==> config.mk <==
export PLATFORM = sky130hd
export DESIGN_NAME = kyts_cfg_regs
export DESIGN_NICKNAME = d
export VERILOG_FILES = /design/src/kyts_pkg.sv /design/src/kyts_cfg_regs.sv
export SDC_FILE = /design/constraint.sdc
export NUM_CORES = 1
export LEC_CHECK = 0
export BUFFER_PORTS_ARGS = -buffer_cell sky130_fd_sc_hd__buf_2
export CORE_MARGIN = 10
export CORE_UTILIZATION = 35
export CTS_CLUSTER_DIAMETER = 150
export DETAILED_ROUTE_END_ITERATION = 6
export PLACE_DENSITY = 0.78
export SYNTH_ARGS = -nofsm -noshare
export SYNTH_HDL_FRONTEND = slang
export SYNTH_SLANG_ARGS = --single-unit
==> constraint.sdc <==
create_clock -name i_clk -period 1.25 [get_ports i_clk]
set_clock_uncertainty 0.2 [all_clocks]
set_input_delay 0.25 -clock i_clk [delete_from_list [all_inputs] [get_ports i_clk]]
set_output_delay 0.25 -clock i_clk [all_outputs]
set_load 0.02 [all_outputs]
==> src/kyts_pkg.sv <==
// ----------------------------------------------------------------------------
// kyts_pkg
// Shared types and constants of the Knuth-Yao tree sampler.
// ----------------------------------------------------------------------------
package kyts_pkg;

    // Tree geometry: one row per node, one column per stored level.
    localparam int NODE_W   = 7;
    localparam int COL_W    = 6;
    localparam int ADDR_W   = NODE_W + COL_W;
    localparam int ENTRY_W  = 9;
    localparam int LEVEL_W  = 7;
    localparam int SAMPLE_W = 32;

    // Deepest level of a walk: a walk that passes this level without a hit
    // restarts, so no walk goes beyond 64 levels.
    localparam logic [LEVEL_W-1:0] LAST_DEPTH = LEVEL_W'(63);

    // Entry code for an internal node.
    localparam logic [ENTRY_W-1:0] ENTRY_INTERNAL = {ENTRY_W{1'b1}};

    // Item operation codes.
    localparam logic OP_WRITE = 1'b0;
    localparam logic OP_BIT   = 1'b1;

    // Configuration register indexes.
    localparam logic [1:0] REG_FIRST_LEVEL   = 2'd0;
    localparam logic [1:0] REG_LAST_LEVEL    = 2'd1;
    localparam logic [1:0] REG_OUTCOME_COUNT = 2'd2;
    localparam logic [1:0] REG_RESULT_OFFSET = 2'd3;

    typedef struct packed {
        logic [5:0]  first_level;
        logic [6:0]  last_level;
        logic [8:0]  outcome_count;
        logic [31:0] result_offset;
    } t_cfg;

    typedef struct packed {
        logic               we;
        logic [ADDR_W-1:0]  waddr;
        logic [ENTRY_W-1:0] wdata;
        logic               re;
        logic [ADDR_W-1:0]  raddr;
    } t_ram_req;

endpackage

==> src/kyts_cfg_regs.sv <==
// ----------------------------------------------------------------------------
// kyts_cfg_regs
// APB register bank holding the sampler configuration.
// ----------------------------------------------------------------------------
module kyts_cfg_regs (
    input  logic                 i_clk,
    input  logic                 i_rst_n,
    input  logic                 psel,
    input  logic                 penable,
    input  logic                 pwrite,
    input  logic [3:0]           paddr,
    input  logic [31:0]          pwdata,
    output logic [31:0]          prdata,
    output logic                 pready,
    output kyts_pkg::t_cfg       o_cfg
);

    kyts_pkg::t_cfg r_cfg;
    logic [1:0]     reg_idx;
    logic           wr_en;

    assign reg_idx = paddr[3:2];
    assign wr_en   = psel && penable && pwrite;
    assign pready  = 1'b1;

    always_ff @(posedge i_clk) begin
        if (!i_rst_n) begin
            r_cfg.first_level   <= 6'd0;
            r_cfg.last_level    <= 7'd64;
            r_cfg.outcome_count <= 9'd256;
            r_cfg.result_offset <= 32'd0;
        end else if (wr_en) begin
            unique case (reg_idx)
                kyts_pkg::REG_FIRST_LEVEL:   r_cfg.first_level   <= pwdata[5:0];
                kyts_pkg::REG_LAST_LEVEL:    r_cfg.last_level    <= pwdata[6:0];
                kyts_pkg::REG_OUTCOME_COUNT: r_cfg.outcome_count <= pwdata[8:0];
                kyts_pkg::REG_RESULT_OFFSET: r_cfg.result_offset <= pwdata;
                default: ;
            endcase
        end
    end

    always_comb begin
        unique case (reg_idx)
            kyts_pkg::REG_FIRST_LEVEL:   prdata = {26'd0, r_cfg.first_level};
            kyts_pkg::REG_LAST_LEVEL:    prdata = {25'd0, r_cfg.last_level};
            kyts_pkg::REG_OUTCOME_COUNT: prdata = {23'd0, r_cfg.outcome_count};
            kyts_pkg::REG_RESULT_OFFSET: prdata = r_cfg.result_offset;
            default:                     prdata = 32'd0;
        endcase
    end

    assign o_cfg = r_cfg;

endmodule

==> results of run 1 <==
[cells by family (layout without fill, tap and decap cells)]
kind of cell / count (synthesis) / after routing
and+or+nand+nor: 118 / 118
muxes: 62 / 62
DFF: 54 / 54
buffers and inverters: 26 / 246
AOI/OAI and AO/OA: 2 / 2
other: 1 / 2
[per-stage QoR]
step | util | hold slack, ns | setup TNS [ns]
6_report | 0.749 | 0.0197 | -12.27
5_1_grt | 0.749 | 0.0224 | -14.97
4_1_cts | 0.706 | 0.00419 | -10.76
3_5_place_dp | 0.520 | 0.268 | -33.17
3_3_place_gp | 0.520 | 0.251 | -29.99
2_1_floorplan | - | 0.192 | -3.61
[how the worst max path moves through the flow]
stage          slack, ns              startpoint                      to  cells past startpoint
2_1_floorplan      -0.12                paddr[3]               prdata[0]                      2
3_3_place_gp       -0.43                paddr[3]               prdata[0]                      3
3_5_place_dp       -0.50                paddr[3]  o_cfg[12]$_SDFFE_PN0P_                      5
4_1_cts            -0.49  o_cfg[41]$_SDFFE_PN0P_               prdata[0]                      2
5_1_grt            -0.53   o_cfg[1]$_SDFFE_PN0P_               prdata[1]                      2
6_report           -0.51   o_cfg[1]$_SDFFE_PN0P_               prdata[1]                      2
[metal layers]
layer,routed length (um),share of wire,up-vias
met5,0,0,-
met4,198,0.018,0
met3,896,0.080,15
met2,5970,0.54,126
met1,4080,0.37,1373
li1,-,-,1315
[power by group through the flow]
stage          Clock [mW]  Combinational [mW]  Sequential, mW
6_report             1.18               0.580            1.77
5_1_grt              1.27               0.619            1.77
4_1_cts              1.20               0.538            1.76
3_5_place_dp            0               0.399            1.80
3_3_place_gp            0               0.391            1.80
2_1_floorplan           0               0.230            1.82
[Yosys cell counts, drive strengths merged (5+ instances only)]
cell,number,share of area
buf,14,0.048
dfxtp,54,0.43
nand2,84,0.13
mux2i,55,0.22
clkbuf,11,0.016
mux4,6,0.057
and3,25,0.064
nor2b,5,0.012
[worst reg2reg max path, delay by kind of cell (launching register included)]
family                 cells  cell delay (ns)
muxes                      1             0.06
buffers and inverters      3             0.35
and+or+nand+nor            1             0.05
DFF                        1             0.33
[repair_timing]
item	in CTS	in global routing
hold endpoints to repair	23	0
buffers inserted	22	35
endpoints found under the setup margin	119	91
resized for setup	272	37
hold buffers	23	0
pin swaps	1	0
[area by class of cell]
class | count | area (um^2)
Clock inverter | 3 | 40.0
Fill cell | 463 | 1730
Multi-Input combinational cell | 183 | 1430
Inverter | 1 | 3.75
Sequential cell | 54 | 1150
Timing Repair Buffer | 237 | 2360
Antenna cell | 1 | 2.50
Clock buffer | 5 | 68.8
Tap cell | 96 | 120
==> impl_results.md, run 1 <==
- Met3 capacity usage during global routing: 0.0694
- CTS tree: yes
- Area of the core: 0.00691 mm^2
- Inserted Clock Buffers: 5
- Crit. End Element: primary output
- Post-route ant nets: 0
- Post-synthesis mux area share: 0.280
- Min-Delay Endpoint: o_cfg[7]$_SDFFE_PN0P_
- Area after detailed placement: 0.00359 mm^2
- Violated checks: setup timing
- Startpoint Class: flip-flop
- Total wirelength of the detailed-routed design: 11.1 mm
- Synth Net Count: between 300 and 400
- Height of the die: 105 um
- Iter 0 DRT Violations: 107
- Overall power of the completed layout: 3.52 mW
- Post-route cell area: 0.00517 mm^2
- Synth-to-Final Area Change: 106%
- Total vias in the final route: 2829
- Adder-cell area share of the yosys netlist: 0
- Worst hold path startpoint: pwdata[7]
- Primary flip-flop cell chosen by synthesis mapping: sky130_fd_sc_hd__dfxtp_1
- Delay contributed by the slowest stage of the critical path: 0.49 ns
- Worst Path Required: 0.80 ns
- LEAKAGE: 2.34 nW
- Comb power frac: 0.165
- Port bufs: 124
- Hold Crit Class: input pin to flip-flop
- Switching power as a share of total power: 0.250
- Maximum number of pins on one net before global-route repair: 46
- Worst hold stages: 3
- Number of enable flip-flop cells after synthesis: 0
- Number of core rows: 30
- Number of cells traversed by the worst register-to-register path: 5
- Achievable clock frequency: 569 MHz
- Synth Area in XOR/XNOR: 0
- Wire length of the first global-routing pass: 15.8 mm
- Post-synthesis compound-gate area fraction: 0.00646
- Final Hold Violating Endpoints: 0
- Fraction of the cycle the final worst path needs: 1.41
- Max-cap violations: 0
- Via count of the first global-routing pass: 2952
- Die width: 105 um
- Sequential cell fraction of total power: 0.501
- Power density normalized to cell area: 681 mW/mm^2
- Most frequent standard cell in the layout excluding fill and tap cells: sky130_fd_sc_hd__buf_6
- Number of H-tree levels: 2
- Post-layout instance count excluding filler cells: 580
- Flip-flop count of the largest register, all copies and words added: 54
- Worst Slack Setup Final: -0.507 ns
- Net Switching: 0.879 mW
- RePlAce Congestion: 0.764
- Mean Syn Cell Area: ~9.6 um^2
- Most frequent cells in the layout: sky130_fd_sc_hd__buf_6 (140), sky130_fd_sc_hd__nand2_1 (84), sky130_fd_sc_hd__dfxtp_2 (54), sky130_fd_sc_hd__mux2i_1 (53), sky130_fd_sc_hd__buf_2 (36)
- Data arrival time of the worst path: 1.31 ns
- Final setup fails: 84
- Num ports: approximately 130
- Vias/cell: 4.88
- Combined buffer and inverter count along the critical path: 1
- Synth unique cells: 22
- Area fraction in and, or, nand and nor cells after synthesis: 0.217
- Share of total power in the clock network: 0.334
- CP cell instances: mux4_2, buf_6
- Met1 capacity usage during global routing: 0.175
- Drc violations: 0
- Aggregate global-route resource usage: 0.175
- Internal power contribution: 2.64 mW
- Number of warnings reported in the yosys synthesis log: 0
- CTS Root Buffer Type: sky130_fd_sc_hd__clkbuf_8
- First-pass iteration count of the detailed router: 4
- Sequential cell area fraction in the yosys report: 0.429
- Post-DR wirelength/cell: between 15 and 20 um
- Reg-to-reg setup timing slack: approximately 0.15 ns
- Initial antenna violation count: 1
- Setup Slack @ Placement: -0.499 ns
- Worst Path Max Fanout: 2
- Asr flop ratio synth: 0
- GR Layer Usage met2: 0.322
- Clock sink total: 54
- RSZ-0062 raised after global routing: yes
- Max Buffers Root-to-Sink: 2
- Most Used Layer, Global Route: met2
- Cell with the biggest individual delay on the critical path: sky130_fd_sc_hd__mux4_2
- Total grt overflow: 0
- Time the final worst path needs with I/O delays and setup: between 1.5 and 2 ns
- Share of final-layout standard cells stronger than drive strength 1: 0.652
- Placed instance count: 501
- Layout net count: 523
- Path type of the worst setup path: flip-flop to primary output
- Result of the run: finished with violations
- Insertion delay to the later sink of the worst-skew pair: 0.31 ns
- Effective utilization at floorplan: 0.364
- Total standard cell area after synthesis: 0.00252 mm^2
- Pins Over Slew Limit: 0
- Critical path's top delay family: multiplexers
- Crit Reg-Reg Endpoint: o_cfg[36]$_SDFFE_PN0P_
- Main combinational cell family by area after synthesis: multiplexers
- Startpoint of the lowest-slack register-to-register path: o_cfg[36]$_SDFFE_PN0P_
- Clock transition at path regs: 0.10 ns
- Synth Register Bits: 54
- Maximum vdd ir drop: 0.604 mV
- Number of instances in the synthesized netlist: 263
- DP Wirelength: 6.12 mm
- Die Footprint: 0.0110 mm^2
(Power assumes the default switching activity.)
==> run 2: changes to the inputs <==
SETUP_SLACK_MARGIN = 0.4   (was not set)
==> impl_results.md, run 2 (synthesis gave the netlist of run 1 again) <==
- RePlAce Congestion: 0.738
- Num ports: 128
- Time the final worst path needs with I/O delays and setup: 1.74 ns
- LEAKAGE: about 2.4 nW
- Worst Path Max Fanout: 2
- Total grt overflow: 0
- Height of the die: about 100 um
- Achievable clock frequency: between 500 and 600 MHz
- Startpoint of the most critical setup path: o_cfg[3]$_SDFFE_PN0P_
- Insertion delay to the later sink of the worst-skew pair: 0.31 ns
- RSZ-0062 raised after global routing: yes
- CP cell instances: mux4_2, buf_6
- Vias/cell: 4.98
- Final Hold Violating Endpoints: 18
- Maximum number of pins on one net before global-route repair: 51
- Total wirelength of the detailed-routed design: 11.3 mm
- Synth-to-Final Area Change: 108%
- Inserted Clock Buffers: 5
- CTS tree: yes
- Final setup fails: 95
- DP Wirelength: 6.02 mm
- Cell with the biggest individual delay on the critical path: sky130_fd_sc_hd__mux4_2
- Effective utilization at floorplan: 0.364
- Flip-flop count of the largest register, all copies and words added: 54
- Iter 0 DRT Violations: 107
- Layout net count: roughly 500
- Worst Path Required: approximately 0.80 ns
- Net Switching: 0.937 mW
- Hold slack: -0.0333 ns
- Result of the run: finished with violations
- Post-layout instance count excluding filler cells: 558
- Number of H-tree levels: 2
- Number of core rows: 30
- Most frequent standard cell in the layout excluding fill and tap cells: sky130_fd_sc_hd__buf_6
- Final setup TNS: -14.33 ns
- Initial antenna violation count: 0
- Die width: approximately 100 um
- Comb power frac: 0.182
- Crit. End Element: primary output
- Aggregate global-route resource usage: 0.186
- Post-layout utilization of the core: 0.758
- Startpoint of the lowest-slack register-to-register path: o_cfg[2]$_SDFFE_PN0P_
- CTS Root Buffer Type: sky130_fd_sc_hd__clkbuf_8
- Diode count: 0
- Delay contributed by the slowest stage of the critical path: approximately 0.48 ns
- Clock transition at path regs: between 0.1 and 0.15 ns
- Total vias in the final route: 2778
- Fraction of the cycle the final worst path needs: 1.40
- First-pass iteration count of the detailed router: 5
- Max Buffers Root-to-Sink: 2
- Post-route ant nets: 0
- Path type of the worst setup path: flip-flop to primary output
- Hold Crit Class: input pin to flip-flop
- Most frequent cells in the layout: sky130_fd_sc_hd__buf_6 (139), sky130_fd_sc_hd__nand2_1 (84), sky130_fd_sc_hd__dfxtp_2 (53), sky130_fd_sc_hd__mux2i_1 (52), sky130_fd_sc_hd__buf_2 (36)
- Area of the core: 0.00691 mm^2
- Startpoint Class: flip-flop
- Wire length of the first global-routing pass: 16.5 mm
- Maximum vdd ir drop: 0.563 mV
- Data arrival time of the worst path: roughly 1.3 ns
- Clock sink total: 54
- Worst Slack Setup Final: -0.494 ns
- Violated checks: hold timing, setup timing
- Share of final-layout standard cells stronger than drive strength 1: 0.690
- Overall power of the completed layout: 3.66 mW
- Critical path endpoint: prdata[3]
- Reg-to-reg setup timing slack: 0.12 ns
- Via count of the first global-routing pass: 2937
- Port bufs: between 100 and 150
- Internal power contribution: about 2.7 mW
- Sequential cell fraction of total power: 0.482
- Die Footprint: 0.0110 mm^2
- Drc violations: 0
- Crit Reg-Reg Endpoint: o_cfg[2]$_SDFFE_PN0P_
- Power density normalized to cell area: between 600 and 700 mW/mm^2
- Number of cells traversed by the worst register-to-register path: 5
- Post-DR wirelength/cell: ~20 um
- Placed instance count: a little under 500
- Switching power as a share of total power: 0.256
- Share of total power in the clock network: 0.336
- Pins Over Slew Limit: 0
- Max-cap violations: 0
[run 2: per-layer routing]
metal / share of wire / vias up / GRT usage
li1: - / 1279 / -
met1: 0.35 / 1346 / 0.182
met2: 0.56 / 118 / 0.366
met3: 0.050 / 35 / 0.0418
met4: 0.040 / 0 / 0.0667
met5: 0 / - / 0
[run 2: through the flow]
| stage | setup slack [ns] | instance area (um^2) |
|---|---|---|
| final | -0.494 | 5240 |
| after detailed placement | -0.379 | 3620 |
| after global placement | -0.365 | 3620 |
| after global routing | -0.523 | 5240 |
| after CTS | -0.484 | 4940 |
| after floorplan | -0.123 | 2800 |
[run 2: how the worst min path moves through the flow]
stage,from,endpoint,slack (ns),depth (start not counted)
2_1_floorplan,pwdata[10],o_cfg[10]$_SDFFE_PN0P_,0.18,2
3_3_place_gp,o_cfg[7]$_SDFFE_PN0P_,o_cfg[7]$_SDFFE_PN0P_,0.25,2
3_5_place_dp,o_cfg[48]$_SDFFE_PN0P_,o_cfg[48]$_SDFFE_PN0P_,0.26,2
4_1_cts,pwdata[9],o_cfg[9]$_SDFFE_PN0P_,-0.04,3
5_1_grt,pwdata[30],o_cfg[30]$_SDFFE_PN0P_,-0.03,3
6_report,pwdata[11],o_cfg[11]$_SDFFE_PN0P_,-0.03,3
[run 2: power by group through the flow]
stage	sequential, mW	combinational (mW)	clock (mW)
4_1_cts	1.76	0.618	1.24
3_5_place_dp	1.80	0.404	0
2_1_floorplan	1.83	0.236	0
6_report	1.76	0.666	1.23
5_1_grt	1.77	0.704	1.31
3_3_place_gp	1.80	0.395	0
[run 2: repair_timing]
item / 4_1_cts / 5_1_grt
endpoints found under the hold margin: 26 / 13
gates cloned: 10 / 0
pin swaps: 14 / 1
endpoints found under the setup margin: 140 / 140
resized for setup: 238 / 25
buffers inserted: 21 / 27
[run 2: area by class of cell]
| type | count | area, um^2 |
|---|---|---|
| fill | 423 | 1670 |
| sequential | 54 | 1150 |
| inverter | 1 | 3.75 |
| tap | 96 | 120 |
| clock buffer | 5 | 68.8 |
| multi-input combinational | 183 | 1450 |
| timing repair buffer | 216 | 2400 |
| clock inverter | 3 | 47.5 |
[run 2: worst max-delay path, delay by kind of cell (launching register included)]
family,cells,cell delay [ns]
DFF,1,0.34
buffers and inverters,1,0.15
muxes,1,0.48
