<file path="config.mk">
export PLATFORM = sky130hd
export DESIGN_NAME = kyts_walk
export DESIGN_NICKNAME = d
export VERILOG_FILES = /design/src/kyts_pkg.sv /design/src/kyts_walk.sv
export SDC_FILE = /design/constraint.sdc
export NUM_CORES = 1
export LEC_CHECK = 0
export ABC_AREA = 0
export ABC_CLOCK_PERIOD_IN_PS = 6000
export BUFFER_PORTS_ARGS = -buffer_cell sky130_fd_sc_hd__buf_4
export CORE_ASPECT_RATIO = 1.2
export CORE_UTILIZATION = 40
export CTS_CLUSTER_DIAMETER = 100
export DETAILED_ROUTE_END_ITERATION = 8
export HOLD_SLACK_MARGIN = 0.03
export MAX_ROUTING_LAYER = met4
export PLACE_DENSITY_LB_ADDON = 0.3
export SETUP_SLACK_MARGIN = 0.2
export SYNTH_ARGS = -nofsm -noshare
export SYNTH_HDL_FRONTEND = slang
export SYNTH_SLANG_ARGS = --single-unit
</file>
<file path="constraint.sdc">
create_clock -name i_clk -period 6 [get_ports i_clk]
set_input_delay 1.2 -clock i_clk [delete_from_list [all_inputs] [get_ports i_clk]]
set_output_delay 1.2 -clock i_clk [all_outputs]
set_load 0.02 [all_outputs]
</file>
<file path="src/kyts_pkg.sv">
// ----------------------------------------------------------------------------
// kyts_pkg
// Shared types and constants of the Knuth-Yao tree sampler.
// ----------------------------------------------------------------------------
package kyts_pkg;

    // Tree geometry: one row per node, one column per stored level.
    localparam int NODE_W   = 7;
    localparam int COL_W    = 6;
    localparam int ADDR_W   = NODE_W + COL_W;
    localparam int ENTRY_W  = 9;
    localparam int LEVEL_W  = 7;
    localparam int SAMPLE_W = 32;

    // Deepest level of a walk: a walk that passes this level without a hit
    // restarts, so no walk goes beyond 64 levels.
    localparam logic [LEVEL_W-1:0] LAST_DEPTH = LEVEL_W'(63);

    // Entry code for an internal node.
    localparam logic [ENTRY_W-1:0] ENTRY_INTERNAL = {ENTRY_W{1'b1}};

    // Item operation codes.
    localparam logic OP_WRITE = 1'b0;
    localparam logic OP_BIT   = 1'b1;

    // Configuration register indexes.
    localparam logic [1:0] REG_FIRST_LEVEL   = 2'd0;
    localparam logic [1:0] REG_LAST_LEVEL    = 2'd1;
    localparam logic [1:0] REG_OUTCOME_COUNT = 2'd2;
    localparam logic [1:0] REG_RESULT_OFFSET = 2'd3;

    typedef struct packed {
        logic [5:0]  first_level;
        logic [6:0]  last_level;
        logic [8:0]  outcome_count;
        logic [31:0] result_offset;
    } t_cfg;

    typedef struct packed {
        logic               we;
        logic [ADDR_W-1:0]  waddr;
        logic [ENTRY_W-1:0] wdata;
        logic               re;
        logic [ADDR_W-1:0]  raddr;
    } t_ram_req;

endpackage

</file>
<file path="src/kyts_walk.sv">
// ----------------------------------------------------------------------------
// kyts_walk
// Tree walk control: issues the table access for each item, resolves the
// entry after the table read and holds the result in the output register.
// ----------------------------------------------------------------------------
module kyts_walk (
    input  logic                             i_clk,
    input  logic                             i_rst_n,
    input  kyts_pkg::t_cfg                   i_cfg,
    input  logic                             i_valid,
    output logic                             o_ready,
    input  logic                             i_op,
    input  logic [kyts_pkg::NODE_W-1:0]      i_node,
    input  logic [kyts_pkg::COL_W-1:0]       i_level,
    input  logic [kyts_pkg::ENTRY_W-1:0]     i_entry,
    input  logic                             i_bit_req,
    output kyts_pkg::t_ram_req               o_ram_req,
    input  logic [kyts_pkg::ENTRY_W-1:0]     i_rdata,
    output logic                             o_valid,
    input  logic                             i_ready,
    output logic [kyts_pkg::SAMPLE_W-1:0]    o_sample
);

    // Walk state.
    logic [kyts_pkg::NODE_W-1:0]   r_node, n_node;
    logic [kyts_pkg::LEVEL_W-1:0]  r_level, n_level;

    // Resolve stage, waiting on the table read.
    logic                          r_s1_valid;
    logic [kyts_pkg::NODE_W-1:0]   r_s1_nn;
    logic                          r_s1_outside;
    logic                          r_s1_active;
    logic                          r_s1_past;

    // Output register.
    logic                          r_out_valid;
    logic [kyts_pkg::SAMPLE_W-1:0] r_sample;

    logic                          accept;
    logic                          bit_acc;
    logic [kyts_pkg::NODE_W-1:0]   nn;
    logic [kyts_pkg::COL_W-1:0]    col;
    logic                          active;
    logic                          past;
    logic                          is_outcome;
    logic                          is_internal;
    logic                          below_err;
    logic                          hit;
    logic                          go_on;
    logic                          s1_done;

    assign o_ready = !r_s1_valid;
    assign accept  = i_valid && o_ready;
    assign bit_acc = accept && (i_op == kyts_pkg::OP_BIT);

    // The top bit of the current node shifts out on doubling: then the
    // child lies outside the table.
    assign nn     = {r_node[kyts_pkg::NODE_W-2:0], i_bit_req};
    assign active = r_level >= {1'b0, i_cfg.first_level};
    assign col    = r_level[kyts_pkg::COL_W-1:0] - i_cfg.first_level;
    assign past   = r_level >= i_cfg.last_level;

    always_comb begin
        o_ram_req.we    = accept && (i_op == kyts_pkg::OP_WRITE);
        o_ram_req.waddr = {i_node, i_level};
        o_ram_req.wdata = i_entry;
        o_ram_req.re    = bit_acc;
        o_ram_req.raddr = {nn, col};
    end

    assign is_outcome  = !i_rdata[kyts_pkg::ENTRY_W-1];
    assign is_internal = i_rdata == kyts_pkg::ENTRY_INTERNAL;
    assign below_err   = ({1'b0, i_rdata[kyts_pkg::ENTRY_W-2:0]} + 9'd1)
                         < i_cfg.outcome_count;

    assign hit   = !r_s1_outside && r_s1_active && !r_s1_past
                   && is_outcome && below_err;
    assign go_on = !r_s1_outside && (!r_s1_active || (!r_s1_past && is_internal))
                   && (r_level != kyts_pkg::LAST_DEPTH);

    // A hit can only leave the stage once the output register has room.
    assign s1_done = r_s1_valid && (!hit || !r_out_valid || i_ready);

    always_comb begin
        n_node  = r_node;
        n_level = r_level;
        if (s1_done) begin
            if (go_on) begin
                n_node  = r_s1_nn;
                n_level = r_level + kyts_pkg::LEVEL_W'(1);
            end else begin
                n_node  = '0;
                n_level = '0;
            end
        end
    end

    always_ff @(posedge i_clk) begin
        if (!i_rst_n) begin
            r_node      <= '0;
            r_level     <= '0;
            r_s1_valid  <= 1'b0;
            r_out_valid <= 1'b0;
        end else begin
            r_node  <= n_node;
            r_level <= n_level;
            if (bit_acc) begin
                r_s1_valid <= 1'b1;
            end else if (s1_done) begin
                r_s1_valid <= 1'b0;
            end
            if (s1_done && hit) begin
                r_out_valid <= 1'b1;
            end else if (i_ready) begin
                r_out_valid <= 1'b0;
            end
        end
    end

    always_ff @(posedge i_clk) begin
        if (bit_acc) begin
            r_s1_nn      <= nn;
            r_s1_outside <= r_node[kyts_pkg::NODE_W-1];
            r_s1_active  <= active;
            r_s1_past    <= past;
        end
        if (s1_done && hit) begin
            r_sample <= {24'd0, i_rdata[kyts_pkg::ENTRY_W-2:0]} + i_cfg.result_offset;
        end
    end

    assign o_valid  = r_out_valid;
    assign o_sample = r_sample;

`ifndef SYNTHESIS
    a_hit_restarts: assert property (@(posedge i_clk) disable iff (!i_rst_n)
        (s1_done && hit) |=> (r_level == '0 && r_node == '0))
        else $error("walk did not restart after a hit");

    a_root_at_level_zero: assert property (@(posedge i_clk) disable iff (!i_rst_n)
        (r_level == '0) |-> (r_node == '0))
        else $error("non-root node at level zero");

    a_depth_bound: assert property (@(posedge i_clk) disable iff (!i_rst_n)
        r_level <= kyts_pkg::LAST_DEPTH)
        else $error("walk depth beyond limit");

    a_bit_enters_stage: assert property (@(posedge i_clk) disable iff (!i_rst_n)
        bit_acc |=> (r_s1_valid && $stable(r_level)))
        else $error("random bit item lost before resolution");
`endif

endmodule

</file>
==> results.sh, run 1 <==
export IMPL_h_tree_depth=3
export IMPL_dp_cells=578
export IMPL_fin_nets=593
export IMPL_critPathRequiredTime_ps=4800
export IMPL_worst_setup_path_type="primary input to primary output"
export IMPL_cts_tree="yes"
export IMPL_grt_ovfl_total=0
export IMPL_tns_ps=0
export IMPL_chipHeight_um=108
export IMPL_period_share=0.652
export IMPL_dr_pass1_iters=6
export IMPL_drt_wl_total_mm=8.00
export IMPL_drt_antenna_violating_nets=0
export IMPL_cts_max_path_buffers=2
export IMPL_grtUsageTotal=0.173
export IMPL_cts_root_buf="clkbuf_8"
export IMPL_synthCells=374
export IMPL_dieArea_um2=9780
export IMPL_min_path_type="flip-flop to flip-flop"
export IMPL_drt_initial_drc_count=77
export IMPL_grt_pass1_vias=2795
export IMPL_wire_per_inst_um=13.5
export IMPL_p_leak_nw=2.07
export IMPL_synthFlopType="edfxtp_1"
export IMPL_dp_slack_ps=1900
export IMPL_cp_slowest_cell="ha_1"
export IMPL_utilization=0.519
export IMPL_synth_avg_cell_area_um2=10.0
export IMPL_fmax_ghz=0.255
export IMPL_antenna_found_initial=0
export IMPL_yosys_warnings=0
export IMPL_slew_headroom=0.289
export IMPL_grt_pass1_wl_mm=12.9
export IMPL_finalWorstSetupSlack_ps=2090
export IMPL_slew_violations=0
export IMPL_syn_area_um2=3750
export IMPL_die_w_um=90.4
export IMPL_hpwlAfterDp_mm=6.18
export IMPL_synth_edf_count=42
export IMPL_ctsResizeCount=0
export IMPL_run_status="completed"
export IMPL_areaGrowthSynthToFinish_pct=25.7
export IMPL_ir_drop_uv=111
export IMPL_worstSetupEndpointType="primary output"
export IMPL_seq_area_frac_synth=0.421
export IMPL_postCtsSetupBuffers=0
export IMPL_ys_ff_latch=58
export IMPL_worstMarginPinSlew_ps=1060
export IMPL_clk_latency_ps=330
export IMPL_fillers=838
export IMPL_synth_cell_types=47
export IMPL_portBuffers=117
export IMPL_syn_nets=498
export IMPL_final_hold_viol_count=0
export IMPL_cp_arrival_ps=2710
export IMPL_vias_per_cell=4.90
export IMPL_drv_cap=0
export IMPL_io_pins=162
export IMPL_powerDensity_nw_per_um2=190
export IMPL_n_antenna_cell=0
export IMPL_critPathMaxStageDelay_ps=280
export IMPL_setup_violations=0
export IMPL_min_period_ps=3910
export IMPL_grt_max_degree=33
export IMPL_synthArstFlopShare=0
export IMPL_holdBufCountCts=0
export IMPL_clkSinkCount=58
export IMPL_start_util=0.413
export IMPL_route_detailed_drc=0
export IMPL_routabilityCongestion=0.841
export IMPL_core_rowCount=38
export IMPL_skew_ps=9.96
export IMPL_grt_setup_unrepaired="false"
export IMPL_crit_path_start_kind="primary input"
export IMPL_vias=2911
export IMPL_path_common_cell="buf_4"
export IMPL_cts_buffers=9
export IMPL_layout_drive_gt1_share=0.304
export IMPL_critical_path_cell_chain="buf_4 -> inv_1 -> ha_1 -> nor2b_1 -> o21ai_0 -> nand2b_1 -> a21o_1 -> a21oi_1 -> xnor2_1 -> buf_4"
export IMPL_critPathMaxFanout=2
export IMPL_final_cell_count_no_fill=594
export IMPL_core_area_um2=9080
export IMPL_path_clk_slew_ps=60
==> cell families (layout without fill, tap and decap cells) <==
logic type | after synthesis | count (layout) | synth area share
AND/OR/NAND/NOR | 116 | 116 | 0.169
flip-flops | 58 | 58 | 0.421
AO/OA/AOI/OAI | 57 | 57 | 0.102
adder cells (fa/ha/maj) | 33 | 33 | 0.114
XOR/XNOR | 39 | 39 | 0.0910
buffers and inverters | 71 | 171 | 0.102
==> critical path, delay by kind of cell <==
family,cells,cell delay (ps)
fa+ha+maj,1,280
compound gates,3,560
buf+inv,3,300
simple gates,2,240
xor+xnor,1,150
==> cell usage in the layout, fill, tap and decap left out, types with 4 or more instances in the layout <==
cell type    n
a21o_1       5
a21oi_1     10
and3_1      10
buf_4      119
clkbuf_8     9
dfxtp_1     16
edfxtp_1    42
ha_1        31
inv_1       35
nand2_1     26
nand2b_1     5
nand3_1     23
nand4_1      4
nor2_1      21
nor2b_1      5
nor3_1       5
o21a_1       6
o21ai_0     16
xnor2_1     23
xor2_1      16
==> routing by layer <==
metal	global-route usage	part of all wire
met1	0.199	0.44
met2	0.295	0.50
met3	0.0359	0.046
met4	0.0714	0.015
met5	-	0
==> layout make-up <==
type | instances | area [um^2] | share of cell area
Tap cell | 120 | 150 | 0.0318
Multi-Input combinational cell | 245 | 1800 | 0.381
Timing Repair Buffer | 119 | 893 | 0.189
Clock inverter | 7 | 36.3 | 0.00769
Inverter | 36 | 135 | 0.0286
Sequential cell | 58 | 1580 | 0.335
Clock buffer | 9 | 124 | 0.0263
==> stage by stage <==
stage / power [W] / hold slack (ps) / cell area, um^2
floorplan: 0.000557 / 408 / 3750
global placement: 0.000603 / 416 / 4560
detailed placement: 0.000605 / 412 / 4560
CTS: 0.000904 / 438 / 4720
global route: 0.000936 / 445 / 4720
finish: 0.000895 / 437 / 4720
==> cells in the mapped netlist, drive strengths merged (2+ instances only) <==
cell type | number | area share
ha | 31 | 0.10
a21oi | 10 | 0.013
o21ai | 16 | 0.021
nor2 | 22 | 0.022
nand3 | 24 | 0.033
or3 | 2 | 0.0033
edfxtp | 42 | 0.34
dfxtp | 16 | 0.085
o2111ai | 2 | 0.0047
and3 | 10 | 0.017
a211oi | 2 | 0.0040
nand2b | 5 | 0.0083
nor2b | 5 | 0.0083
and4 | 3 | 0.0080
xor2 | 16 | 0.037
o21a | 6 | 0.012
o2bb2ai | 3 | 0.0070
nand4 | 5 | 0.012
xnor2 | 23 | 0.054
nor3b | 2 | 0.0040
nor3 | 8 | 0.015
buf | 34 | 0.065
o211ai | 2 | 0.0040
nand2 | 26 | 0.026
fa | 2 | 0.011
o31ai | 4 | 0.012
o22ai | 2 | 0.0033
a21o | 5 | 0.010
inv | 36 | 0.036
==> flip-flops by register name, summed over array words and instances, names as in the netlist <==
register and cells:
r_s1_nn 7, r_s1_valid 1, r_node 7, r_s1_past 1, o_sample 32, r_s1_outside 1, r_s1_active 1, o_valid 1
r_level 7
==> worst paths after layout <==
| path | slack (ps) | startpoint | depth (start not counted) | end |
|---|---|---|---|---|
| worst min-delay path | 440 | r_node[6] | 0 | r_s1_outside |
| worst min register to register | 440 | r_node[6] | 0 | r_s1_outside |
| worst max register to register | 3800 | r_s1_outside | 6 | o_sample[19] |
| worst max-delay path | 2090 | i_cfg[49] | 10 | o_ram_req[5] |
==> power by group <==
| part | internal (W) | total [W] | switching [W] |
|---|---|---|---|
| sequential | 0.000436 | 0.000438 | 0.00000202 |
| combinational | 0.0000775 | 0.000158 | 0.0000802 |
| clock | 0.000144 | 0.000299 | 0.000156 |
(Power assumes the default switching activity.)
==> run 2, diff against run 1 <==
--- a/config.mk
+++ b/config.mk
@@ -6,7 +6,7 @@
 export NUM_CORES = 1
 export LEC_CHECK = 0
 export ABC_AREA = 0
-export ABC_CLOCK_PERIOD_IN_PS = 6000
+export ABC_CLOCK_PERIOD_IN_PS = 3900
 export BUFFER_PORTS_ARGS = -buffer_cell sky130_fd_sc_hd__buf_4
 export CORE_ASPECT_RATIO = 1.2
 export CORE_UTILIZATION = 40
==> constraint.sdc (replaced) <==
create_clock -name i_clk -period 3.9 [get_ports i_clk]
set_input_delay 0.78 -clock i_clk [delete_from_list [all_inputs] [get_ports i_clk]]
set_output_delay 0.78 -clock i_clk [all_outputs]
set_load 0.02 [all_outputs]
==> run 2 against run 1 <==
Against the previous run:
- wire length grew 0.79%
- non-clock buffer count up 1
- first-iteration DRC count is 49% higher
- register-to-register slack worse by 2100 ps
- flip-flop and latch count did not move
- sequential share of layout area decreased by 0.22 points
- core utilization is 0.34 points higher
- count of clock-buffer cells in the layout did not move
- worst setup slack worse by 1300 ps
- sequential power grew 54%
- combinational power up 54%
- critical path type unchanged
- largest cell class unchanged
==> results.sh, run 2 (synthesis results as in run 1) <==
export IMPL_h_tree_depth=3
export IMPL_worst_setup_path_type="primary input to primary output"
export IMPL_postCtsSetupBuffers=0
export IMPL_timing_hold_ws_ps=432
export IMPL_utilization=0.523
export IMPL_core_rowCount=38
export IMPL_r2r_slack_ps=1720
export IMPL_grtUsageTotal=0.177
export IMPL_layout_drive_gt1_share=0.307
export IMPL_powerDensity_nw_per_um2=304
export IMPL_grt_setup_unrepaired="false"
export IMPL_cp_arrival_ps=2310
export IMPL_clkSinkCount=58
export IMPL_slew_headroom=0.595
export IMPL_finalWorstSetupSlack_ps=812
export IMPL_ctsResizeCount=0
export IMPL_cp_slowest_cell="ha_1"
export IMPL_io_pins=162
export IMPL_cp_startpoint="i_cfg[49]"
export IMPL_portBuffers=117
export IMPL_cts_tree="yes"
export IMPL_cts_max_path_buffers=2
export IMPL_critPathMaxFanout=2
export IMPL_grt_max_degree=33
export IMPL_worstSetupEndpointType="primary output"
export IMPL_clkPwrFrac=0.363
export IMPL_mostFrequentLayoutCells="buf_4, edfxtp_1, inv_1, ha_1, nand2_1"
export IMPL_drt_antenna_violating_nets=0
export IMPL_skew_ps=10.3
export IMPL_vias_per_cell=4.97
export IMPL_power_frac_seq=0.468
export IMPL_r2r_start="r_s1_outside"
export IMPL_min_path_type="flip-flop to flip-flop"
export IMPL_grt_ovfl_total=0
export IMPL_mostFrequentLayoutCell="buf_4"
export IMPL_fin_nets=594
export IMPL_run_status="completed"
export IMPL_critPathMaxStageDelay_ps=290
export IMPL_cts_root_buf="clkbuf_8"
export IMPL_drt_wl_total_mm=8.06
export IMPL_vias=2957
export IMPL_p_int_w=0.00108
export IMPL_antenna_found_initial=0
export IMPL_period_share=0.792
export IMPL_final_cell_area_um2=4750
export IMPL_wire_per_inst_um=13.6
export IMPL_combPwrFrac=0.169
export IMPL_n_antenna_cell=0
export IMPL_setup_violations=0
export IMPL_areaGrowthSynthToFinish_pct=26.5
export IMPL_routabilityCongestion=0.831
export IMPL_p_leak_nw=2.10
export IMPL_start_util=0.413
export IMPL_ir_drop_uv=185
export IMPL_core_area_um2=9080
export IMPL_dieArea_um2=9780
export IMPL_largest_reg_flops=32
export IMPL_worstMarginPinSlew_ps=608
export IMPL_hpwlAfterDp_mm=6.31
export IMPL_path_common_cell="buf_4"
export IMPL_slew_violations=0
export IMPL_route_detailed_drc=0
export IMPL_chipHeight_um=108
export IMPL_final_hold_viol_count=0
export IMPL_power_switching_w=0.000364
export IMPL_fmax_ghz=0.324
export IMPL_placedInstanceArea_um2=4560
export IMPL_die_w_um=90.4
export IMPL_path_clk_slew_ps=60
export IMPL_dp_slack_ps=590
export IMPL_switching_share=0.253
export IMPL_crit_path_start_kind="primary input"
export IMPL_dr_pass1_iters=5
export IMPL_critical_path_cell_chain="buf_4 -> inv_1 -> ha_1 -> nor2b_1 -> o21ai_0 -> nand2b_1 -> a21o_1 -> a21oi_1 -> xnor2_1 -> buf_4"
export IMPL_critPathRequiredTime_ps=3120
export IMPL_drv_cap=0
export IMPL_tns_ps=0
export IMPL_drt_initial_drc_count=115
export IMPL_grt_pass1_vias=2873
export IMPL_clk_latency_ps=340
export IMPL_grt_pass1_wl_mm=13.1
export IMPL_min_from="r_node[6]"
export IMPL_holdBufCountCts=0
export IMPL_cts_buffers=9
export IMPL_min_period_ps=3090
## run 2: cell types whose count changed in the layout (fill, tap and decap cells not counted)
cell        delta
buf_4          +1
bufinv_16      +1
clkinv_1       -1
clkinv_2       +1
clkinvlp_4     -1
## run 2: area by class of cell
cell class,count,area (um^2)
repair buffers,120,901
clock inverters,7,60.1
flip-flops and latches,58,1580
well taps,120,150
clock buffers,9,124
multi-input cells,245,1800
inverters,36,135
fillers,836,4330
## run 2: path summary, 6_finish.rpt
| kind | to | cells past startpoint |
|---|---|---|
| setup / recovery | o_ram_req[5] | 10 |
| hold / removal | r_s1_outside | 0 |
| setup reg to reg | o_sample[10] | 6 |
| hold reg to reg | r_s1_outside | 0 |
## run 2: worst max-delay path: cells and delay by family
family | cells | cell delay (ps)
fa+ha+maj | 1 | 290
xor+xnor | 1 | 140
simple gates | 2 | 240
buf+inv | 3 | 300
compound gates | 3 | 560
## run 2: routing by layer
metal	global-route usage	share of wire	wire, um
met1	0.193	0.41	3310
met2	0.310	0.52	4220
met3	0.0394	0.061	495
met4	0.0795	0.0052	42
met5	-	0	0
## run 2: per-stage QoR
stage	std cells	power (W)
2_1_floorplan	374	0.000857
3_3_place_gp	579	0.000929
3_5_place_dp	579	0.000934
4_1_cts	595	0.00146
5_1_grt	595	0.00151
6_report	595	0.00144
## run 2: power by group through the flow
stage,logic [W],clock network (W),registers (W)
after floorplan,0.000169,0,0.000688
after global placement,0.000242,0,0.000688
after detailed placement,0.000246,0,0.000688
after CTS,0.000247,0.000538,0.000674
after global routing,0.000271,0.000565,0.000675
final,0.000244,0.000524,0.000674
